<file path="src/sv/spq_pkg.sv">
package spq_pkg;

    localparam int TAG_W    = 16;
    localparam int PRIO_W   = 8;
    localparam int STATUS_W = 2;
    localparam int OCC_W    = 5;

    localparam logic OP_ENQ = 1'b0;
    localparam logic OP_DEQ = 1'b1;

    localparam logic [STATUS_W-1:0] ST_ENQUEUED = 2'd0;
    localparam logic [STATUS_W-1:0] ST_DEQUEUED = 2'd1;
    localparam logic [STATUS_W-1:0] ST_EMPTY    = 2'd2;
    localparam logic [STATUS_W-1:0] ST_FULL     = 2'd3;

    typedef struct packed {
        logic [TAG_W-1:0]  tag;
        logic [PRIO_W-1:0] prio;
    } entry_t;

    typedef struct packed {
        logic   enq;
        logic   deq;
        entry_t new_entry;
    } cell_ctl_t;

endpackage

</file>
<file path="src/sv/spq_if.sv">
interface spq_req_if;
    logic                       valid;
    logic                       ready;
    logic                       func;
    logic [spq_pkg::TAG_W-1:0]  entry_tag;
    logic [spq_pkg::PRIO_W-1:0] priority_req;

    modport source (output valid, func, entry_tag, priority_req, input ready);
    modport sink   (input valid, func, entry_tag, priority_req, output ready);
endinterface

interface spq_rsp_if;
    logic                         valid;
    logic                         ready;
    logic [spq_pkg::STATUS_W-1:0] status;
    logic [spq_pkg::TAG_W-1:0]    out_tag;
    logic [spq_pkg::PRIO_W-1:0]   out_priority;
    logic [spq_pkg::OCC_W-1:0]    occupancy;

    modport source (output valid, status, out_tag, out_priority, occupancy, input ready);
    modport sink   (input valid, status, out_tag, out_priority, occupancy, output ready);
endinterface

</file>
<file path="src/sv/spq_cell.sv">
module spq_cell (
    input  logic               clk,
    input  spq_pkg::cell_ctl_t ctl,
    input  logic               occupied,
    input  logic               left_take,
    input  spq_pkg::entry_t    left_entry,
    input  spq_pkg::entry_t    right_entry,
    output logic               take,
    output spq_pkg::entry_t    entry
);

    spq_pkg::entry_t entry_reg;
    spq_pkg::entry_t entry_next;

    // Insert point: first free cell or first cell of strictly lower severity.
    assign take  = !occupied || (entry_reg.prio < ctl.new_entry.prio);
    assign entry = entry_reg;

    always_comb
    begin
        entry_next = entry_reg;
        if (ctl.enq && take)
        begin
            entry_next = left_take ? left_entry : ctl.new_entry;
        end
        else if (ctl.deq)
        begin
            entry_next = right_entry;
        end
    end

    always_ff @(posedge clk)
    begin
        entry_reg <= entry_next;
    end

endmodule

</file>
<file path="src/sv/stable_priority_queue.sv">
// Stable priority queue of DEPTH entries, built as a row of shift cells.
// req channel: func (0 enqueue, 1 dequeue), entry_tag, priority_req.
// rsp channel: status, out_tag, out_priority, occupancy; one rsp beat per
// req beat, in order.
// An enqueue lands behind every stored entry of equal or higher severity;
// a dequeue returns the front entry (highest severity, oldest among equals).
// Every cell compares its own severity with the incoming one in parallel and
// shifts toward the back on insert or toward the front on removal.
// The rsp beat is valid the cycle after the req beat is taken.
// Throughput: one beat per cycle while rsp.ready is high; req.ready drops
// only while a finished beat sits in the output register and rsp is stalled.
// Reset empties the queue (count to zero) and drops the output valid;
// cell contents are not cleared and are never read before being written.
// Enqueue on a full queue returns status full, dequeue on an empty queue
// returns status empty; neither changes the stored entries.
module stable_priority_queue #(
    parameter int DEPTH = 16
) (
    input  logic      clk,
    input  logic      rst_n,
    spq_req_if.sink   req,
    spq_rsp_if.source rsp
);

    localparam int CW = $clog2(DEPTH + 1);

    logic [CW-1:0] count_reg;
    logic [CW-1:0] count_next;

    logic                         out_valid_reg;
    logic [spq_pkg::STATUS_W-1:0] status_reg;
    logic [spq_pkg::STATUS_W-1:0] status_next;
    logic [spq_pkg::TAG_W-1:0]    tag_reg;
    logic [spq_pkg::TAG_W-1:0]    tag_next;
    logic [spq_pkg::PRIO_W-1:0]   prio_reg;
    logic [spq_pkg::PRIO_W-1:0]   prio_next;
    logic [spq_pkg::OCC_W-1:0]    occ_reg;

    logic               fire;
    logic               full;
    logic               empty;
    logic               sorted_ok;
    spq_pkg::cell_ctl_t ctl;
    spq_pkg::entry_t    entries [DEPTH];
    logic [DEPTH-1:0]   takes;
    logic [DEPTH-1:0]   occupied;

    assign req.ready = !out_valid_reg || rsp.ready;
    assign fire      = req.valid && req.ready;
    assign full      = (count_reg == CW'(DEPTH));
    assign empty     = (count_reg == '0);

    assign ctl.enq           = fire && (req.func == spq_pkg::OP_ENQ) && !full;
    assign ctl.deq           = fire && (req.func == spq_pkg::OP_DEQ) && !empty;
    assign ctl.new_entry.tag  = req.entry_tag;
    assign ctl.new_entry.prio = req.priority_req;

    for (genvar i = 0; i < DEPTH; i++)
    begin : g_cell
        spq_pkg::entry_t left_e;
        spq_pkg::entry_t right_e;
        logic            left_t;

        assign occupied[i] = (CW'(i) < count_reg);

        if (i == 0)
        begin : g_first
            assign left_t = 1'b0;
            assign left_e = ctl.new_entry;
        end
        else
        begin : g_mid
            assign left_t = takes[i-1];
            assign left_e = entries[i-1];
        end

        if (i == DEPTH - 1)
        begin : g_last
            assign right_e = entries[i];
        end
        else
        begin : g_inner
            assign right_e = entries[i+1];
        end

        spq_cell u_cell (
            .clk         (clk),
            .ctl         (ctl),
            .occupied    (occupied[i]),
            .left_take   (left_t),
            .left_entry  (left_e),
            .right_entry (right_e),
            .take        (takes[i]),
            .entry       (entries[i])
        );
    end

    always_comb
    begin
        count_next  = count_reg;
        status_next = spq_pkg::ST_ENQUEUED;
        tag_next    = '0;
        prio_next   = '0;
        unique case (req.func)
            spq_pkg::OP_ENQ:
            begin
                if (full)
                begin
                    status_next = spq_pkg::ST_FULL;
                end
                else
                begin
                    count_next = count_reg + CW'(1);
                end
            end
            spq_pkg::OP_DEQ:
            begin
                if (empty)
                begin
                    status_next = spq_pkg::ST_EMPTY;
                end
                else
                begin
                    status_next = spq_pkg::ST_DEQUEUED;
                    tag_next    = entries[0].tag;
                    prio_next   = entries[0].prio;
                    count_next  = count_reg - CW'(1);
                end
            end
            default:
            begin
                status_next = spq_pkg::ST_ENQUEUED;
            end
        endcase
    end

    always_ff @(posedge clk or negedge rst_n)
    begin
        if (!rst_n)
        begin
            count_reg     <= '0;
            out_valid_reg <= 1'b0;
        end
        else
        begin
            if (fire)
            begin
                count_reg     <= count_next;
                out_valid_reg <= 1'b1;
            end
            else if (rsp.ready)
            begin
                out_valid_reg <= 1'b0;
            end
        end
    end

    always_ff @(posedge clk)
    begin
        if (fire)
        begin
            status_reg <= status_next;
            tag_reg    <= tag_next;
            prio_reg   <= prio_next;
            occ_reg    <= spq_pkg::OCC_W'(count_next);
        end
    end

    assign rsp.valid        = out_valid_reg;
    assign rsp.status       = status_reg;
    assign rsp.out_tag      = tag_reg;
    assign rsp.out_priority = prio_reg;
    assign rsp.occupancy    = occ_reg;

    always_comb
    begin
        sorted_ok = 1'b1;
        for (int i = 0; i + 1 < DEPTH; i++)
        begin
            if (occupied[i+1] && (entries[i].prio < entries[i+1].prio))
            begin
                sorted_ok = 1'b0;
            end
        end
    end

    a_count_bound: assert property (@(posedge clk) disable iff (!rst_n)
        count_reg <= CW'(DEPTH))
        else $error("count exceeds depth");

    a_enq_count: assert property (@(posedge clk) disable iff (!rst_n)
        ctl.enq |=> count_reg == $past(count_reg) + CW'(1))
        else $error("enqueue did not grow count");

    a_empty_rsp: assert property (@(posedge clk) disable iff (!rst_n)
        fire && (req.func == spq_pkg::OP_DEQ) && empty |=>
        rsp.valid && (rsp.status == spq_pkg::ST_EMPTY) && (count_reg == '0))
        else $error("empty dequeue mishandled");

    a_sorted: assert property (@(posedge clk) disable iff (!rst_n)
        sorted_ok)
        else $error("queue order broken");

endmodule
</file>
<file path="src/flat_wrapper.sv">
// flat-port wrapper written by rule: the top's interface ports become plain ports
module stable_priority_queue_flat 
#(
    parameter int DEPTH = 16
)
  (clk, rst_n, req_valid, req_func, req_entry_tag, req_priority_req, req_ready, rsp_valid, rsp_status, rsp_out_tag, rsp_out_priority, rsp_occupancy, rsp_ready);
  spq_req_if req_i ();
  spq_rsp_if rsp_i ();
  input  logic clk;
  input  logic rst_n;
  input wire logic [$bits(req_i.valid)-1:0] req_valid;
  input wire logic [$bits(req_i.func)-1:0] req_func;
  input wire logic [$bits(req_i.entry_tag)-1:0] req_entry_tag;
  input wire logic [$bits(req_i.priority_req)-1:0] req_priority_req;
  output wire logic [$bits(req_i.ready)-1:0] req_ready;
  output wire logic [$bits(rsp_i.valid)-1:0] rsp_valid;
  output wire logic [$bits(rsp_i.status)-1:0] rsp_status;
  output wire logic [$bits(rsp_i.out_tag)-1:0] rsp_out_tag;
  output wire logic [$bits(rsp_i.out_priority)-1:0] rsp_out_priority;
  output wire logic [$bits(rsp_i.occupancy)-1:0] rsp_occupancy;
  input wire logic [$bits(rsp_i.ready)-1:0] rsp_ready;
  assign req_i.valid = req_valid;
  assign req_i.func = req_func;
  assign req_i.entry_tag = req_entry_tag;
  assign req_i.priority_req = req_priority_req;
  assign req_ready = req_i.ready;
  assign rsp_valid = rsp_i.valid;
  assign rsp_status = rsp_i.status;
  assign rsp_out_tag = rsp_i.out_tag;
  assign rsp_out_priority = rsp_i.out_priority;
  assign rsp_occupancy = rsp_i.occupancy;
  assign rsp_i.ready = rsp_ready;
  stable_priority_queue #(.DEPTH(DEPTH)) u_core (.clk(clk), .rst_n(rst_n), .req(req_i), .rsp(rsp_i));
endmodule
</file>
<file path="config.mk">
export PLATFORM = sky130hd
export DESIGN_NAME = stable_priority_queue_flat
export DESIGN_NICKNAME = d
export VERILOG_FILES = /design/src/sv/spq_pkg.sv /design/src/sv/spq_if.sv /design/src/sv/spq_cell.sv /design/src/sv/stable_priority_queue.sv /design/src/flat_wrapper.sv
export SDC_FILE = /design/constraint.sdc
export NUM_CORES = 1
export LEC_CHECK = 0
export BUFFER_PORTS_ARGS = -buffer_cell sky130_fd_sc_hd__buf_2
export CORE_MARGIN = 3
export CORE_UTILIZATION = 63
export CTS_CLUSTER_SIZE = 14
export DETAILED_ROUTE_END_ITERATION = 8
export GPL_TIMING_DRIVEN = 0
export PLACE_DENSITY = 0.8
export SLEW_MARGIN = 25
export SYNTH_ARGS = -nofsm -noshare
export SYNTH_HDL_FRONTEND = slang
export SYNTH_SLANG_ARGS = --single-unit
export TNS_END_PERCENT = 5
</file>
<file path="constraint.sdc">
create_clock -name clk -period 7.27 [get_ports clk]
set_input_delay 2.181 -clock clk [delete_from_list [all_inputs] [get_ports clk]]
set_output_delay 2.181 -clock clk [all_outputs]
set_load 0.05 [all_outputs]
</file>
* Yosys cells after proc, flatten, opt, wreduce, memory -nomap -nowiden
Index checks and enable logic that the tools add are counted.
** Storage, ports and cells
- Bits of input ports :: 29
- Bits in registers :: 421
** Cells by class
- $lt $le $gt $ge :: 32
- Reductions and logical operators :: 75
- Equal/unequal tests :: 1
- Bitwise gates (word level) :: 1
- Muxes and demuxes :: 53
- Add/subtract/negate cells :: 2
** Operators with widths (count)
- 2-to-1 mux 24 bit :: 45
- < comparator 8 bit :: 16
- < comparator 4 x 5 -> 1 bit, first input constant :: 8
- nonzero test 2 bit :: 16
- logical AND 1 bit :: 21
- < comparator 3 x 5 -> 1 bit, first input constant :: 4
- logical NOT 1 bit :: 19
- logical OR 1 bit :: 17
- < comparator 1 x 5 -> 1 bit, first input constant :: 2
- < comparator 2 x 5 -> 1 bit, first input constant :: 2
- 2-to-1 mux 5 bit :: 2
- one-hot mux 5 bit (2 select lines) :: 1
- adder 5 x 1 -> 5 bit, second input constant :: 1
- equality test 5 bit, second input constant :: 1
- logical NOT 5 bit :: 1
- subtractor 5 x 1 -> 5 bit, second input constant :: 1
- 2-to-1 mux 2 bit :: 2
- one-hot mux 2 bit (2 select lines) :: 1
- 2-to-1 mux 1 bit :: 2
- OR reduction 2 bit :: 1
- inverter 1 bit :: 1

* Longest topological paths before layout
- Word-level depth :: 7
- Mapped depth :: 12
- Depth with buffers taken out :: 8

* Modules after synthesis
A second synthesis with hierarchy kept.
** Second synthesis, totals
- Cells, all modules :: 1976
- Area total of the unflattened synthesis :: 27536.4 um2
** By module, submodules not included
- spq_cell (u_core.g_cell[0].u_cell ...) :: area each 1605.3 um2, sequential area each 720.7 um2, times used 14, cells an instance 113
- spq_cell (u_core.g_cell[8].u_cell ...) :: area each 1594.0 um2, sequential area each 720.7 um2, times used 2, cells an instance 113
- stable_priority_queue :: area each 1874.3 um2, sequential area each 1081.0 um2, times used 1, cells an instance 168

* Worst setup path after synthesis
Ideal clock, no wire load.
- Path type :: in2reg
- Start :: input req_priority_req[5]
- End :: register u_core.g_cell[15].u_cell.entry_reg (netlist bit u_core.g_cell[15].u_cell.entry[0]), enable pin
- Arrival time :: 4.822 ns
- Data required time :: 6.857 ns
- Setup time :: 0.413 ns
- Path slack :: 2.035 ns
- Path buffers :: 1
- Stages on the path :: 8
- Cell sequence :: clkbuf_1 inv_1 ha_1 a21o_1 a21o_1 a21oi_1 o21ai_0 a21oi_1
** Between the ends
- Longest elaborated chain between the ends :: 3
** Ends and longest elaborated chain
- start: declaration :: RTL line flat_wrapper.sv:14 : input wire logic [$bits(req_i.priority_req)-1:0] req_priority_req;
- < comparator 8 bit :: RTL line spq_cell.sv:16 : assign take = !occupied || (entry_reg.prio < ctl.new_entry.prio);
- logical OR 1 bit :: RTL line spq_cell.sv:16
- logical AND 1 bit :: RTL line spq_cell.sv:22 : if (ctl.enq && take)
- end signal: assignment :: RTL line spq_cell.sv:34 : entry_reg <= entry_next;
- end: declaration :: RTL line spq_cell.sv:12 : spq_pkg::entry_t entry_reg;
Every way passes these cells.
A chain may end at the register's enable or synchronous reset.

* Worst setup path after layout
- Start :: input req_priority_req[2]
- End :: register u_core.g_cell[10].u_cell.entry_reg (netlist bit u_core.g_cell[10].u_cell.entry[18]), enable pin
** Between the ends
- Longest elaborated chain between the ends :: 4
** Ends and longest elaborated chain (RTL line)
- < comparator 8 bit :: spq_cell.sv:16
- logical OR 1 bit :: spq_cell.sv:16
- logical AND 1 bit :: spq_cell.sv:22
- nonzero test 2 bit (no line)
- end signal: assignment :: spq_cell.sv:34
- end: declaration :: spq_cell.sv:12
Every way passes these cells.

==> results.yml <==
timing:
  rsz0062_at_grt: "no"
  finalMaxSlewViolations: 0
  worst_pin_slew_ps: 978
  tns_ps: 0
  min_period_ps: 6200
  finClkSkew_ps: 25.1
  fmax_mhz: 161
  final-hold-violation-count: 0
  holdWs_ps: 527
  setup_viol: 0
  finalCritPeriodShare_pct: 85.3
  maxSlewHeadroom_pct: 34.7
setup_path:
  critPathKind: "primary input to flop"
  crit_fanout: 24
  endpoint_kind: "flop"
  path_cells: "buf_2, clkbuf_1, inv_1, ha_1, o21ai_0, a211o_1, o311ai_2, clkbuf_1, buf_2, nand2_2"
  worstPathRequired_ps: 7410
  critPathBufInv: 5
  critPathMaxStageDelay_ps: 650
  crit_family: "buffers and inverters"
  startpoint_type: "primary input"
  crit_arrival_ps: 6340
  cp_slowest_cell: "inv_1"
synth:
  netlist_instances: 2067
  synth_seq_area_share_pct: 53.4
  synthArstFlopShare_pct: 1.43
  yosysWarnings: 0
  synth-main-ff-cell: "edfxtp_1"
  ys_ff_latch: 421
  synth_largest_area_cell: "edfxtp_1"
  ys_top_cells_by_area: "edfxtp_1 (53%), mux2i_1 (14%), ha_1 (6.1%)"
  synth_top_area_share_pct: 52.7
  synth_area_sq_um: 23600
  yosysUniqueCellTypes: 50
  synth_enable_flop_cells: 415
  synth_nets: 2212
  syn_avg_cell_area_sq_um: 11.4
clocking:
  root_buffer: "clkbuf_16"
  htree_num_levels: 2
  clk_latency_ps: 590
  hold_buffers: 0
  cts_tree: "yes"
  cts_max_path_buffers: 3
  clkSlewWorstSetupHoldPaths_ps: 60
  post_cts_resized: 0
  cts_sinks: 421
  postCtsSetupRepairBufs: 0
  cts-buffers-inserted: 46
floorplan:
  initial_core_util_pct: 64.2
  ios: 62
  dieArea_sq_um: 39900
  die_w_microns: 200
  num_rows: 70
  core_sq_um: 36800
  dieHeight_microns: 200
power:
  cellPowerDensity_nw_per_um2: 342
  p_int_mw: 5.86
  p_clk_share_pct: 27.6
  switching_share_pct: 34.4
  pwr-share-seq_pct: 40.4
  switchingPower_mw: 3.08
  p_comb_share_pct: 32.0
  p_leak_nw: 10.1
  ir_drop_mv: 0.195
global_route:
  grt_pass1_vias: 18217
  grt_pass1_wl_microns: 102000
  antenna_found_initial: 0
  grt_overflow: 0
  grt_max_degree: 41
  track_usage_pct: 33.2
routing:
  drc_errors: 0
  vias: 17773
  via_per_inst: 6.62
  drtAntennaViolNets: 0
  firstDrtPassIters: 6
  totalWireLength_microns: 65900
  routedWlPerCell_microns: 24.6
  drtIter0Drc: 1991
cells_and_area:
  final_util_pct: 71.1
  drive_above_1_share_pct: 12.8
  nets: 2322
  syn2layout_area_growth_pct: 10.7
  largest_reg_flops: 384
placed_design:
  io_buffers: 61
  hpwl_microns: 48000
  place_congestion: 0.938
job:
  drv_cap: 0
status:
  status: "completed"
hold_path:
  min_path_type: "flop to flop"
-- power by group through the flow --
stage / clock (mW) / sequential [mW] / combinational (mW)
floorplan: 0 / 3.59 / 2.01
global placement: 0 / 3.64 / 2.66
detailed placement: 0 / 3.65 / 2.78
CTS: 2.47 / 3.60 / 2.81
global route: 2.57 / 3.64 / 3.09
finish: 2.46 / 3.61 / 2.86
-- kinds of logic after synthesis --
group / after synthesis / share of synthesized area [%]
AOI/OAI and AO/OA: 496 / 11.8
and+or+nand+nor: 482 / 8.55
DFF: 421 / 53.4
muxes: 379 / 16.6
buffers and inverters: 169 / 3.39
adders and majority gates: 116 / 6.14
xor gates and xnor gates: 4 / 0.148
-- final timing paths --
check | start | cells past startpoint | endpoint | slack (ps)
max | req_priority_req[2] | 10 | u_core.g_cell[10].u_cell.entry[18] | 1070
min | u_core.rsp.valid | 2 | u_core.rsp.valid | 530
max reg2reg | u_core.count_reg[1] | 9 | u_core.g_cell[10].u_cell.entry[18] | 3200
min reg2reg | u_core.rsp.valid | 2 | u_core.rsp.valid | 530
max in group asynchronous | rst_n | 1 | u_core.count_reg[3] | 5700
min in group asynchronous | rst_n | 1 | u_core.count_reg[0] | 1420
-- through the flow --
stage,instance area [sq um],setup WS [ps],instances,power [mW]
floorplan,23600,2030,2067,5.60
global placement,24500,308,2596,6.30
detailed placement,24600,361,2597,6.43
CTS,26100,959,2682,8.88
global route,26200,1040,2682,9.30
finish,26200,1070,2683,8.93
-- placed cells by master, fill, tap and decap left out, drive strengths merged, types with 3 or more instances in the layout --
cell type	Yosys	layout
a2111o	9	9
a2111oi	6	6
a211o	4	4
a211oi	3	3
a21o	7	7
a21oi	90	90
a31oi	4	4
and2	4	4
and3	24	24
buf	67	129
bufinv	0	8
clkbuf	75	134
clkinv	0	15
dfrtp	6	6
edfxtp	415	415
ha	116	116
inv	27	29
mux2	43	43
mux2i	336	336
nand2	367	367
nand2b	24	24
nand3	3	3
nand4	11	11
nor2	44	44
o21ai	359	359
o311ai	4	4
o31ai	4	4
-- metal layers --
| layer | wire [microns] | vias to the layer above | global-route usage [%] |
|---|---|---|---|
| met5 | 0 | - | 0 |
| met4 | 2670 | 0 | 14.6 |
| met3 | 5170 | 176 | 5.43 |
| met2 | 31400 | 958 | 53.7 |
| met1 | 26700 | 8741 | 44.8 |
| li1 | - | 7898 | - |
-- area by class of cell --
| class | count | area (sq um) |
|---|---|---|
| Inverter | 27 | 101 |
| Multi-Input combinational cell | 1477 | 10300 |
| Timing Repair Buffer | 62 | 333 |
| Tap cell | 468 | 586 |
| Sequential cell | 421 | 12600 |
| Clock buffer | 59 | 1230 |
| Fill cell | 2628 | 10600 |
| Clock inverter | 26 | 329 |
| Antenna cell | 1 | 2.50 |
| Buffer | 142 | 699 |
-- worst reg2reg max path: cells and delay by family, from the launching register on --
family / cells / cell delay (ps)
buffers and inverters: 3 / 970
adder cells (fa/ha/maj): 1 / 180
AND/OR/NAND/NOR: 5 / 2070
flip-flops: 1 / 400
-- synthesized netlist by cell type (all sizes together) (6+ instances only) --
| cell type | number |
|---|---|
| a21oi | 90 |
| mux2i | 336 |
| and3 | 24 |
| a21o | 7 |
| dfrtp | 6 |
| inv | 27 |
| ha | 116 |
| buf | 67 |
| edfxtp | 415 |
| a2111oi | 6 |
| nand4 | 11 |
| nand2 | 367 |
| clkbuf | 75 |
| o21ai | 359 |
| mux2 | 43 |
| nor2 | 44 |
| nand2b | 24 |
| a2111o | 9 |
Note: power is estimated with default switching activity, not from simulation.
